[src/design/cafe_pkg.sv]
// ============================================================================
// cafe_pkg
// Shared widths, register indexes and types for the amplitude frame encoder.
// ============================================================================
package cafe_pkg;

    // Default build-time settings
    localparam int DEF_MAX_SUBCARRIERS = 255;
    localparam int DEF_GAIN_FRAC_BITS  = 12;

    // Field widths
    localparam int MAC_W    = 48;
    localparam int BYTE_W   = 8;
    localparam int GAIN_W   = 16;
    localparam int TS_W     = 32;
    localparam int COUNT_W  = 8;
    localparam int SUM_W    = 16;

    // Arithmetic widths: sum of squares, gain squared, product, root
    localparam int SQ_W     = 16;
    localparam int GG_W     = 2 * GAIN_W;
    localparam int PROD_W   = GG_W + SQ_W;
    localparam int RAD_W    = PROD_W + 2;
    localparam int ROOT_W   = RAD_W / 2;

    // Header bytes summed serially: six address bytes, rssi, noise, timestamp
    localparam int HDR_BYTES = 12;
    localparam int HDR_CNT_W = 4;

    localparam logic [SUM_W-1:0]   FRAME_VERSION = 16'd1;
    localparam logic [BYTE_W-1:0]  AMP_MAX       = 8'hFF;
    localparam logic [COUNT_W-1:0] COUNT_MAX     = 8'hFF;

    // Stream words
    localparam int S_TDATA_W = 136;
    localparam int M_TDATA_W = 40;

    // Configuration port
    localparam int CFG_INDEX_W = 1;
    localparam int CFG_DATA_W  = 48;
    localparam logic [CFG_INDEX_W-1:0] REG_TRANSMIT_ROLE = 1'b0;
    localparam logic [CFG_INDEX_W-1:0] REG_FILTER_MAC    = 1'b1;

    // Item kinds carried in s_tuser
    localparam logic CMD_HEADER = 1'b0;
    localparam logic CMD_SAMPLE = 1'b1;

    // Square-root unit status toward the controller
    typedef struct packed {
        logic              done;
        logic [ROOT_W-1:0] root;
    } cafe_root_status_t;

endpackage

[src/design/cafe_isqrt.sv]
// ============================================================================
// cafe_isqrt
// Bit-serial restoring square root: two radicand bits in, one root bit out
// per cycle. Gives the floor of the root once all ROOT_W root bits are formed.
// ============================================================================
module cafe_isqrt (
    input  logic                          aclk,
    input  logic                          aresetn,
    input  logic                          start,
    input  logic [cafe_pkg::RAD_W-1:0]    radicand,
    output cafe_pkg::cafe_root_status_t   status
);
    import cafe_pkg::*;

    localparam int STEP_W = $clog2(ROOT_W);

    logic                busy_reg, busy_next;
    logic                done_reg, done_next;
    logic [STEP_W-1:0]   step_reg, step_next;
    logic [RAD_W-1:0]    rad_reg, rad_next;
    logic [ROOT_W+1:0]   rem_reg, rem_next;
    logic [ROOT_W-1:0]   root_reg, root_next;

    logic [ROOT_W+1:0]   rem_shift;
    logic [ROOT_W+1:0]   trial;
    logic                fits;

    // One recurrence step: bring down two bits, try subtracting 4*root+1
    assign rem_shift = {rem_reg[ROOT_W-1:0], rad_reg[RAD_W-1 -: 2]};
    assign trial     = {root_reg, 2'b01};
    assign fits      = (rem_shift >= trial);

    always_comb begin
        busy_next = busy_reg;
        done_next = 1'b0;
        step_next = step_reg;
        rad_next  = rad_reg;
        rem_next  = rem_reg;
        root_next = root_reg;
        if (start) begin
            busy_next = 1'b1;
            step_next = '0;
            rad_next  = radicand;
            rem_next  = '0;
            root_next = '0;
        end else if (busy_reg) begin
            rad_next  = {rad_reg[RAD_W-3:0], 2'b00};
            rem_next  = fits ? (rem_shift - trial) : rem_shift;
            root_next = {root_reg[ROOT_W-2:0], fits};
            step_next = step_reg + 1'b1;
            if (step_reg == STEP_W'(ROOT_W - 1)) begin
                busy_next = 1'b0;
                done_next = 1'b1;
            end
        end
    end

    always_ff @(posedge aclk) begin
        if (!aresetn) begin
            busy_reg <= 1'b0;
            done_reg <= 1'b0;
        end else begin
            busy_reg <= busy_next;
            done_reg <= done_next;
        end
        step_reg <= step_next;
        rad_reg  <= rad_next;
        rem_reg  <= rem_next;
        root_reg <= root_next;
    end

    assign status.done = done_reg;
    assign status.root = root_reg;

`ifndef SYNTHESIS
    a_start_when_idle: assert property (@(posedge aclk) disable iff (!aresetn)
        start |-> !busy_reg)
        else $error("root unit started while busy");
    a_done_single: assert property (@(posedge aclk) disable iff (!aresetn)
        done_reg |=> !done_reg)
        else $error("root done held for more than one cycle");
    a_busy_from_start: assert property (@(posedge aclk) disable iff (!aresetn)
        $rose(busy_reg) |-> $past(start))
        else $error("root unit went busy without a start");
`endif

endmodule

[src/design/csi_amplitude_frame_encoder.sv]
// ============================================================================
// csi_amplitude_frame_encoder
// Turns per-subcarrier channel estimates into an amplitude frame. A header
// word (s_tuser = 0) opens a packet; it is kept only when the transmit role is
// clear and its sender address equals the filter address. Each sample word
// (s_tuser = 1) of a kept packet yields one result word holding the rounded,
// gain-scaled magnitude, saturated to 255; the word with s_tlast set also
// carries the sample count, the clipped count and the frame checksum, and
// closes the packet. A header's twelve bytes are added to the checksum one
// at a time. A counted sample waits on the bit-serial square root, which
// produces one of its 25 root bits per cycle; samples past MAX_SUBCARRIERS
// give a zero amplitude with m_tuser clear; samples of dropped packets are discarded.
// A finished result waits in the output register while the next word is
// accepted. Configuration writes are taken every cycle.
// ============================================================================
module csi_amplitude_frame_encoder #(
    parameter int MAX_SUBCARRIERS = cafe_pkg::DEF_MAX_SUBCARRIERS,
    parameter int GAIN_FRAC_BITS  = cafe_pkg::DEF_GAIN_FRAC_BITS
) (
    input  logic                               aclk,
    input  logic                               aresetn,
    // Configuration write channel
    input  logic                               cfg_valid,
    output logic                               cfg_ready,
    input  logic [cafe_pkg::CFG_INDEX_W-1:0]   cfg_index,
    input  logic [cafe_pkg::CFG_DATA_W-1:0]    cfg_data,
    // Input stream
    input  logic                               s_tvalid,
    output logic                               s_tready,
    // packet_mac[47:0], rssi[55:48], noise_level[63:56], timestamp[95:64],
    // first_word_bad[96], gain[112:97], imag_part[120:113],
    // real_part[128:121], zero fill[135:129]
    input  logic [cafe_pkg::S_TDATA_W-1:0]     s_tdata,
    input  logic                               s_tuser,   // command
    input  logic                               s_tlast,   // final_sample
    // Result stream
    output logic                               m_tvalid,
    input  logic                               m_tready,
    // amplitude[7:0], sample_count[15:8], clipped_count[23:16],
    // checksum[39:24]
    output logic [cafe_pkg::M_TDATA_W-1:0]     m_tdata,
    output logic                               m_tuser,   // amplitude_valid
    output logic                               m_tlast    // end_of_frame
);
    import cafe_pkg::*;

    typedef enum logic [5:0] {
        ST_IDLE  = 6'b000001,
        ST_HDR   = 6'b000010,
        ST_MUL   = 6'b000100,
        ST_START = 6'b001000,
        ST_ROOT  = 6'b010000,
        ST_OUT   = 6'b100000
    } cafe_state_t;

    localparam logic [ROOT_W:0] ROUND_HALF = (ROOT_W + 1)'(1) << GAIN_FRAC_BITS;
    localparam logic [COUNT_W-1:0] COUNT_LIMIT = COUNT_W'(MAX_SUBCARRIERS);

    cafe_state_t             state_reg, state_next;
    logic                    role_reg, role_next;
    logic [MAC_W-1:0]        filter_reg, filter_next;
    logic                    kept_reg, kept_next;
    logic [GAIN_W-1:0]       gain_reg, gain_next;
    logic [GG_W-1:0]         gg_reg;
    logic [SQ_W-1:0]         sq_reg, sq_next;
    logic [PROD_W-1:0]       prod_reg, prod_next;
    logic [COUNT_W-1:0]      count_reg, count_next;
    logic [COUNT_W-1:0]      clips_reg, clips_next;
    logic [SUM_W-1:0]        sum_reg, sum_next;
    logic [HDR_BYTES*BYTE_W-1:0] hdr_sr_reg, hdr_sr_next;
    logic [HDR_CNT_W-1:0]    hdr_cnt_reg, hdr_cnt_next;
    logic                    final_reg, final_next;
    logic                    amp_en_reg, amp_en_next;

    logic                    m_tvalid_reg, m_tvalid_next;
    logic [M_TDATA_W-1:0]    m_tdata_reg, m_tdata_next;
    logic                    m_tuser_reg, m_tuser_next;
    logic                    m_tlast_reg, m_tlast_next;

    logic                    s_accept;
    logic                    out_free;
    logic signed [BYTE_W-1:0]   imag_in, real_in;
    logic signed [2*BYTE_W-1:0] imag_sq, real_sq;
    logic [SQ_W-1:0]         sq_in;
    logic [ROOT_W:0]         amp_sum, amp_wide;
    logic                    amp_clip;
    logic [BYTE_W-1:0]       amp_byte;
    logic [COUNT_W-1:0]      count_new, clips_new;
    logic [SUM_W-1:0]        sum_new, checksum;
    logic                    root_start;
    cafe_root_status_t       root_st;

    assign cfg_ready = 1'b1;
    assign s_tready  = (state_reg == ST_IDLE);
    assign s_accept  = s_tvalid && s_tready;
    assign out_free  = !m_tvalid_reg || m_tready;

    // Sum of squares straight from the input word
    assign imag_in = $signed(s_tdata[120:113]);
    assign real_in = $signed(s_tdata[128:121]);
    assign imag_sq = imag_in * imag_in;
    assign real_sq = real_in * real_in;
    assign sq_in   = SQ_W'($unsigned(imag_sq)) + SQ_W'($unsigned(real_sq));

    // Round, scale down and saturate the root
    assign amp_sum  = {1'b0, root_st.root} + ROUND_HALF;
    assign amp_wide = amp_sum >> (GAIN_FRAC_BITS + 1);
    assign amp_clip = (amp_wide > (ROOT_W + 1)'(AMP_MAX));
    assign amp_byte = !amp_en_reg ? '0 : (amp_clip ? AMP_MAX : amp_wide[BYTE_W-1:0]);

    // Frame statistics after this sample
    assign count_new = amp_en_reg ? count_reg + 1'b1 : count_reg;
    assign clips_new = (amp_en_reg && amp_clip && (clips_reg != COUNT_MAX))
                     ? clips_reg + 1'b1 : clips_reg;
    assign sum_new   = sum_reg + SUM_W'(amp_byte);
    assign checksum  = sum_new + SUM_W'(count_new) + SUM_W'(clips_new);

    assign root_start = (state_reg == ST_START);

    cafe_isqrt u_isqrt (
        .aclk     (aclk),
        .aresetn  (aresetn),
        .start    (root_start),
        .radicand ({prod_reg, 2'b00}),
        .status   (root_st)
    );

    always_comb begin
        state_next    = state_reg;
        role_next     = role_reg;
        filter_next   = filter_reg;
        kept_next     = kept_reg;
        gain_next     = gain_reg;
        sq_next       = sq_reg;
        prod_next     = prod_reg;
        count_next    = count_reg;
        clips_next    = clips_reg;
        sum_next      = sum_reg;
        hdr_sr_next   = hdr_sr_reg;
        hdr_cnt_next  = hdr_cnt_reg;
        final_next    = final_reg;
        amp_en_next   = amp_en_reg;
        m_tvalid_next = m_tvalid_reg && !m_tready;
        m_tdata_next  = m_tdata_reg;
        m_tuser_next  = m_tuser_reg;
        m_tlast_next  = m_tlast_reg;

        // Register writes
        if (cfg_valid) begin
            case (cfg_index)
                REG_TRANSMIT_ROLE: role_next   = cfg_data[0];
                REG_FILTER_MAC:    filter_next = cfg_data[MAC_W-1:0];
                default: ;
            endcase
        end

        case (state_reg)
            ST_IDLE: begin
                if (s_accept) begin
                    if (s_tuser == CMD_HEADER) begin
                        // Open a packet; header bytes are summed one per cycle
                        kept_next    = !role_reg && (s_tdata[MAC_W-1:0] == filter_reg);
                        gain_next    = s_tdata[112:97];
                        count_next   = '0;
                        clips_next   = '0;
                        sum_next     = FRAME_VERSION + SUM_W'(s_tdata[96]);
                        hdr_sr_next  = s_tdata[HDR_BYTES*BYTE_W-1:0];
                        hdr_cnt_next = '0;
                        state_next   = ST_HDR;
                    end else if (kept_reg) begin
                        final_next  = s_tlast;
                        sq_next     = sq_in;
                        amp_en_next = (count_reg < COUNT_LIMIT);
                        state_next  = (count_reg < COUNT_LIMIT) ? ST_MUL : ST_OUT;
                    end
                end
            end
            ST_HDR: begin
                sum_next     = sum_reg + SUM_W'(hdr_sr_reg[BYTE_W-1:0]);
                hdr_sr_next  = hdr_sr_reg >> BYTE_W;
                hdr_cnt_next = hdr_cnt_reg + 1'b1;
                if (hdr_cnt_reg == HDR_CNT_W'(HDR_BYTES - 1)) begin
                    state_next = ST_IDLE;
                end
            end
            ST_MUL: begin
                prod_next  = gg_reg * sq_reg;
                state_next = ST_START;
            end
            ST_START: begin
                state_next = ST_ROOT;
            end
            ST_ROOT: begin
                if (root_st.done) begin
                    state_next = ST_OUT;
                end
            end
            ST_OUT: begin
                // Hand the result over once the output register is free
                if (out_free) begin
                    m_tvalid_next = 1'b1;
                    m_tuser_next  = amp_en_reg;
                    m_tlast_next  = final_reg;
                    m_tdata_next  = final_reg
                                  ? {checksum, clips_new, count_new, amp_byte}
                                  : {SUM_W'(0), COUNT_W'(0), COUNT_W'(0), amp_byte};
                    count_next    = count_new;
                    clips_next    = clips_new;
                    sum_next      = sum_new;
                    if (final_reg) begin
                        kept_next = 1'b0;
                    end
                    state_next    = ST_IDLE;
                end
            end
            default: state_next = ST_IDLE;
        endcase
    end

    always_ff @(posedge aclk) begin
        if (!aresetn) begin
            state_reg    <= ST_IDLE;
            role_reg     <= 1'b0;
            filter_reg   <= '0;
            kept_reg     <= 1'b0;
            count_reg    <= '0;
            clips_reg    <= '0;
            sum_reg      <= '0;
            m_tvalid_reg <= 1'b0;
        end else begin
            state_reg    <= state_next;
            role_reg     <= role_next;
            filter_reg   <= filter_next;
            kept_reg     <= kept_next;
            count_reg    <= count_next;
            clips_reg    <= clips_next;
            sum_reg      <= sum_next;
            m_tvalid_reg <= m_tvalid_next;
        end
        gain_reg    <= gain_next;
        gg_reg      <= gain_reg * gain_reg;
        sq_reg      <= sq_next;
        prod_reg    <= prod_next;
        hdr_sr_reg  <= hdr_sr_next;
        hdr_cnt_reg <= hdr_cnt_next;
        final_reg   <= final_next;
        amp_en_reg  <= amp_en_next;
        m_tdata_reg <= m_tdata_next;
        m_tuser_reg <= m_tuser_next;
        m_tlast_reg <= m_tlast_next;
    end

    assign m_tvalid = m_tvalid_reg;
    assign m_tdata  = m_tdata_reg;
    assign m_tuser  = m_tuser_reg;
    assign m_tlast  = m_tlast_reg;

`ifndef SYNTHESIS
    a_invalid_amp_zero: assert property (@(posedge aclk) disable iff (!aresetn)
        (m_tvalid && !m_tuser) |-> (m_tdata[7:0] == '0))
        else $error("excess subcarrier word carries a nonzero amplitude");
    a_clips_bounded: assert property (@(posedge aclk) disable iff (!aresetn)
        (m_tvalid && m_tlast) |-> (m_tdata[23:16] <= m_tdata[15:8]))
        else $error("clipped count exceeds sample count");
    a_count_bounded: assert property (@(posedge aclk) disable iff (!aresetn)
        (m_tvalid && m_tlast) |-> (m_tdata[15:8] <= COUNT_LIMIT))
        else $error("sample count beyond subcarrier limit");
    a_root_done_awaited: assert property (@(posedge aclk) disable iff (!aresetn)
        root_st.done |-> (state_reg == ST_ROOT))
        else $error("root finished while controller was not waiting");
`endif

endmodule

[config.mk]
export PLATFORM = sky130hd
export DESIGN_NAME = csi_amplitude_frame_encoder
export DESIGN_NICKNAME = d
export VERILOG_FILES = /design/src/design/cafe_pkg.sv /design/src/design/cafe_isqrt.sv /design/src/design/csi_amplitude_frame_encoder.sv
export SDC_FILE = /design/constraint.sdc
export NUM_CORES = 2
export LEC_CHECK = 0
export BUFFER_PORTS_ARGS = -buffer_cell sky130_fd_sc_hd__buf_2
export CAP_MARGIN = 0
export CORE_MARGIN = 1
export CORE_UTILIZATION = 59
export CTS_BUF_LIST = sky130_fd_sc_hd__clkbuf_4
export DETAILED_ROUTE_END_ITERATION = 7
export PLACE_DENSITY = 0.8
export SETUP_SLACK_MARGIN = 0.02
export SLEW_MARGIN = 20
export SYNTH_ARGS = -nofsm -noshare
export SYNTH_HDL_FRONTEND = slang
export SYNTH_SLANG_ARGS = --single-unit
[constraint.sdc]
create_clock -name aclk -period 7.1 [get_ports aclk]
set_input_delay 1.42 -clock aclk [delete_from_list [all_inputs] [get_ports aclk]]
set_output_delay 1.42 -clock aclk [all_outputs]
set_load 0.01 [all_outputs]
==> out/results.ini <==
[layout]
area_growth_pct=8.765
nets=6554
mostFrequentLayoutCell=nand2_1
drive_gt1_share_pct=10.62
layout_common_cells=nand2_1, inv_1, fa_1
largest_register_ff_count=96

[synth]
syn-cell-area_um2=47630
synthSimpleGateAreaFrac_pct=16.11
synth_cell_type_count=88
syn_area_per_cell_um2=9.399
synth_ff_type=edfxtp_1
yosysWarnings=0
synth_adder_area_share_pct=38.15
synthXorXnorAreaFrac_pct=4.192
syn_inst=5068
async_reset_ff_share_pct=0
synth_compound_area_share_pct=6.969
ys_ff_latch=449
seq_area_frac_synth_pct=24.59
synth_mux_area_share_pct=1.143
synth_edf_count=272
synth_top_family_by_area=adder cells

[routing]
ant_nets=0
drt-initial-drc-count=2286
num_vias=34770
drc=0
dr_wl_met3_um=6812
topRoutingLayerUsed=met5
wl_met1_um=42090
wl_um=104700
met2_length_um=52540
post_drt_wl_per_cell_um=16.15
drt_first_pass_iters=6
vias_per_cell=5.361

[floorplan]
core_area_um2=79390
initial_core_util_pct=60.00
row_count=103
pin_count=237
die-height_um=286.1
fp.dieW_um=286.1
dieArea_um2=81870

[critical_path]
critPathKind=flop to flop
r2r_slack_ns=0.23
r2r_end=prod_reg[46]
cpMaxStageDelayCell=edfxtp_1
endpoint_kind=flop
worstSetupStartpointType=flop
required_ns=7.73
worst_ep_arrival_time_ns=7.50
crit_path_max_incr_delay_ns=0.74
r2r_cells=21
critPathMaxFanout=14
cpMostUsedCell=fa_1
worstSetupStartpoint=sq_reg[3]
r2r_start=sq_reg[3]
crit_end=prod_reg[46]
crit_chain=buf_4 > nand2_1 > fa_1 > fa_1 > fa_1 > inv_1 > fa_1 > fa_1 > inv_1 > fa_1 > inv_1 > ha_1 > a21oi_1 > o221ai_1 > a221o_1 > a21o_1 > a21oi_1 > o41ai_2 > a21oi_1 > o311ai_1 > xor2_1

[clock_tree]
clkSinkCount=449
clk_latency_ns=1.00
htree_num_levels=3
path_clk_slew_ns=0.07
ctsLongestPathBuffers=3
cts_root_buffer=clkbuf_4
cts_tree=done
cts_inserted_buffers=114

[sta]
drv_slew=0
fmax_ghz=0.1455
grt_setup_unrepaired=true
timing.final.crit_period_ns=6.871
worstMarginPinSlew_ns=1.065
finalSetupViolations=0
max_slew_margin_pct=28.70
finalClockSkew_ns=0.1045
timing.final.crit_share_pct=96.77
hold_viol=0
finalSetupTns_ns=0

[grt]
grt_antenna_before_repair=7
grt_pass1_wl_um=175900
grt_overflow=0
grt_max_degree=95
grt_pass1_vias=36690
grt_usage_pct=26.41

[status]
status=finished, final reports clean

[place]
port_buffers=228
gp_congestion=0.9340
hpwlAfterDp_um=82240

[job]
maxCapViolations=0

[worst_hold_path]
min-delay-start=prod_reg[39]
hold_class=flop to flop

-- stage by stage --
step	setup slack (ns)	util, %	std cells	hold WS [ns]	area, um2
after global placement	0.1477	63.12	6250	0.4549	50110
after detailed placement	0.05376	63.14	6251	0.4609	50120
after floorplan	0.2933	-	5075	0.4244	47660
after CTS	0.1982	65.09	6467	0.4317	51670
final	0.2290	65.26	6486	0.4346	51810
after global routing	0.008010	65.26	6486	0.4650	51810
-- metal layers --
| metal | global-route usage [%] | up-vias |
|---|---|---|
| met2 | 46.14 | 1141 |
| met1 | 32.88 | 16960 |
| li1 | - | 16400 |
| met4 | 10.05 | 4 |
| met5 | 0 | - |
| met3 | 4.245 | 264 |
-- Yosys cell counts (all sizes together) (7+ instances only) --
master  number  share of area [%]
a211oi      16               0.25
a21boi      12               0.19
a21o        45               0.71
a21oi      201                2.1
a221oi       8               0.16
a22oi       10               0.16
a31oi       21               0.29
and2       330                4.3
and3        18               0.24
buf         10               0.16
clkbuf     193                1.5
dfxtp      177                7.4
edfxtp     272                 17
fa         702                 30
ha         329                8.6
inv        907                7.1
mux2i       51                1.1
nand2      956                7.5
nand2b      15               0.20
nand3       34               0.36
nand4       29               0.38
nor2       155                1.2
nor2b       40               0.53
nor3        32               0.34
nor3b        8               0.15
nor4        13               0.17
o21a        28               0.44
o21ai       89               0.94
o21bai      24               0.38
o221ai       7               0.13
or2         15               0.20
xnor2      152                2.8
xor2        76                1.4
-- how the worst min path moves through the flow --
stage / to / cells past startpoint
after global routing: u_isqrt.rad_reg[43] / 2
after global placement: filter_reg[26] / 2
after floorplan: m_tlast / 0
after detailed placement: filter_reg[40] / 2
after CTS: u_isqrt.rad_reg[41] / 2
final: u_isqrt.rad_reg[41] / 2
-- worst max-delay path, delay by kind of cell (launching register included) --
kind / cells / cell delay, ns
buf+inv: 4 / 0.49
flops: 1 / 0.74
fa+ha+maj: 7 / 3.36
simple gates: 1 / 0.09
compound gates: 8 / 1.70
xor+xnor: 1 / 0.15
-- logic make-up (layout without fill, tap and decap cells) --
kind of cell | Yosys count | after routing
AND/OR/NAND/NOR | 1671 | 1671
buffers and inverters | 1111 | 1467
adder cells (fa/ha/maj) | 1031 | 1031
AO/OA/AOI/OAI | 522 | 522
flip-flops | 449 | 449
XOR/XNOR | 228 | 228
multiplexers | 54 | 54
other | 2 | 14
-- area by class of cell --
type                    instances  area, um2
clock buffers                 176       1321
repair buffers                343       2044
fillers                      6261      27580
inverters                     908       3408
diodes                          5      12.51
well taps                    1050       1314
multi-input cells            3515      31770
clock inverters                40      224.0
flip-flops and latches        449      11710
-- timing repair --
action,CTS,global route
endpoints found under the setup margin,0,7
setup buffers,0,14
hold buffers,0,0
gates resized for setup,0,3
Power is left out: the tool's default activity adds up to more than one toggle a clock period on the data nets, which glitch-free logic cannot reach.
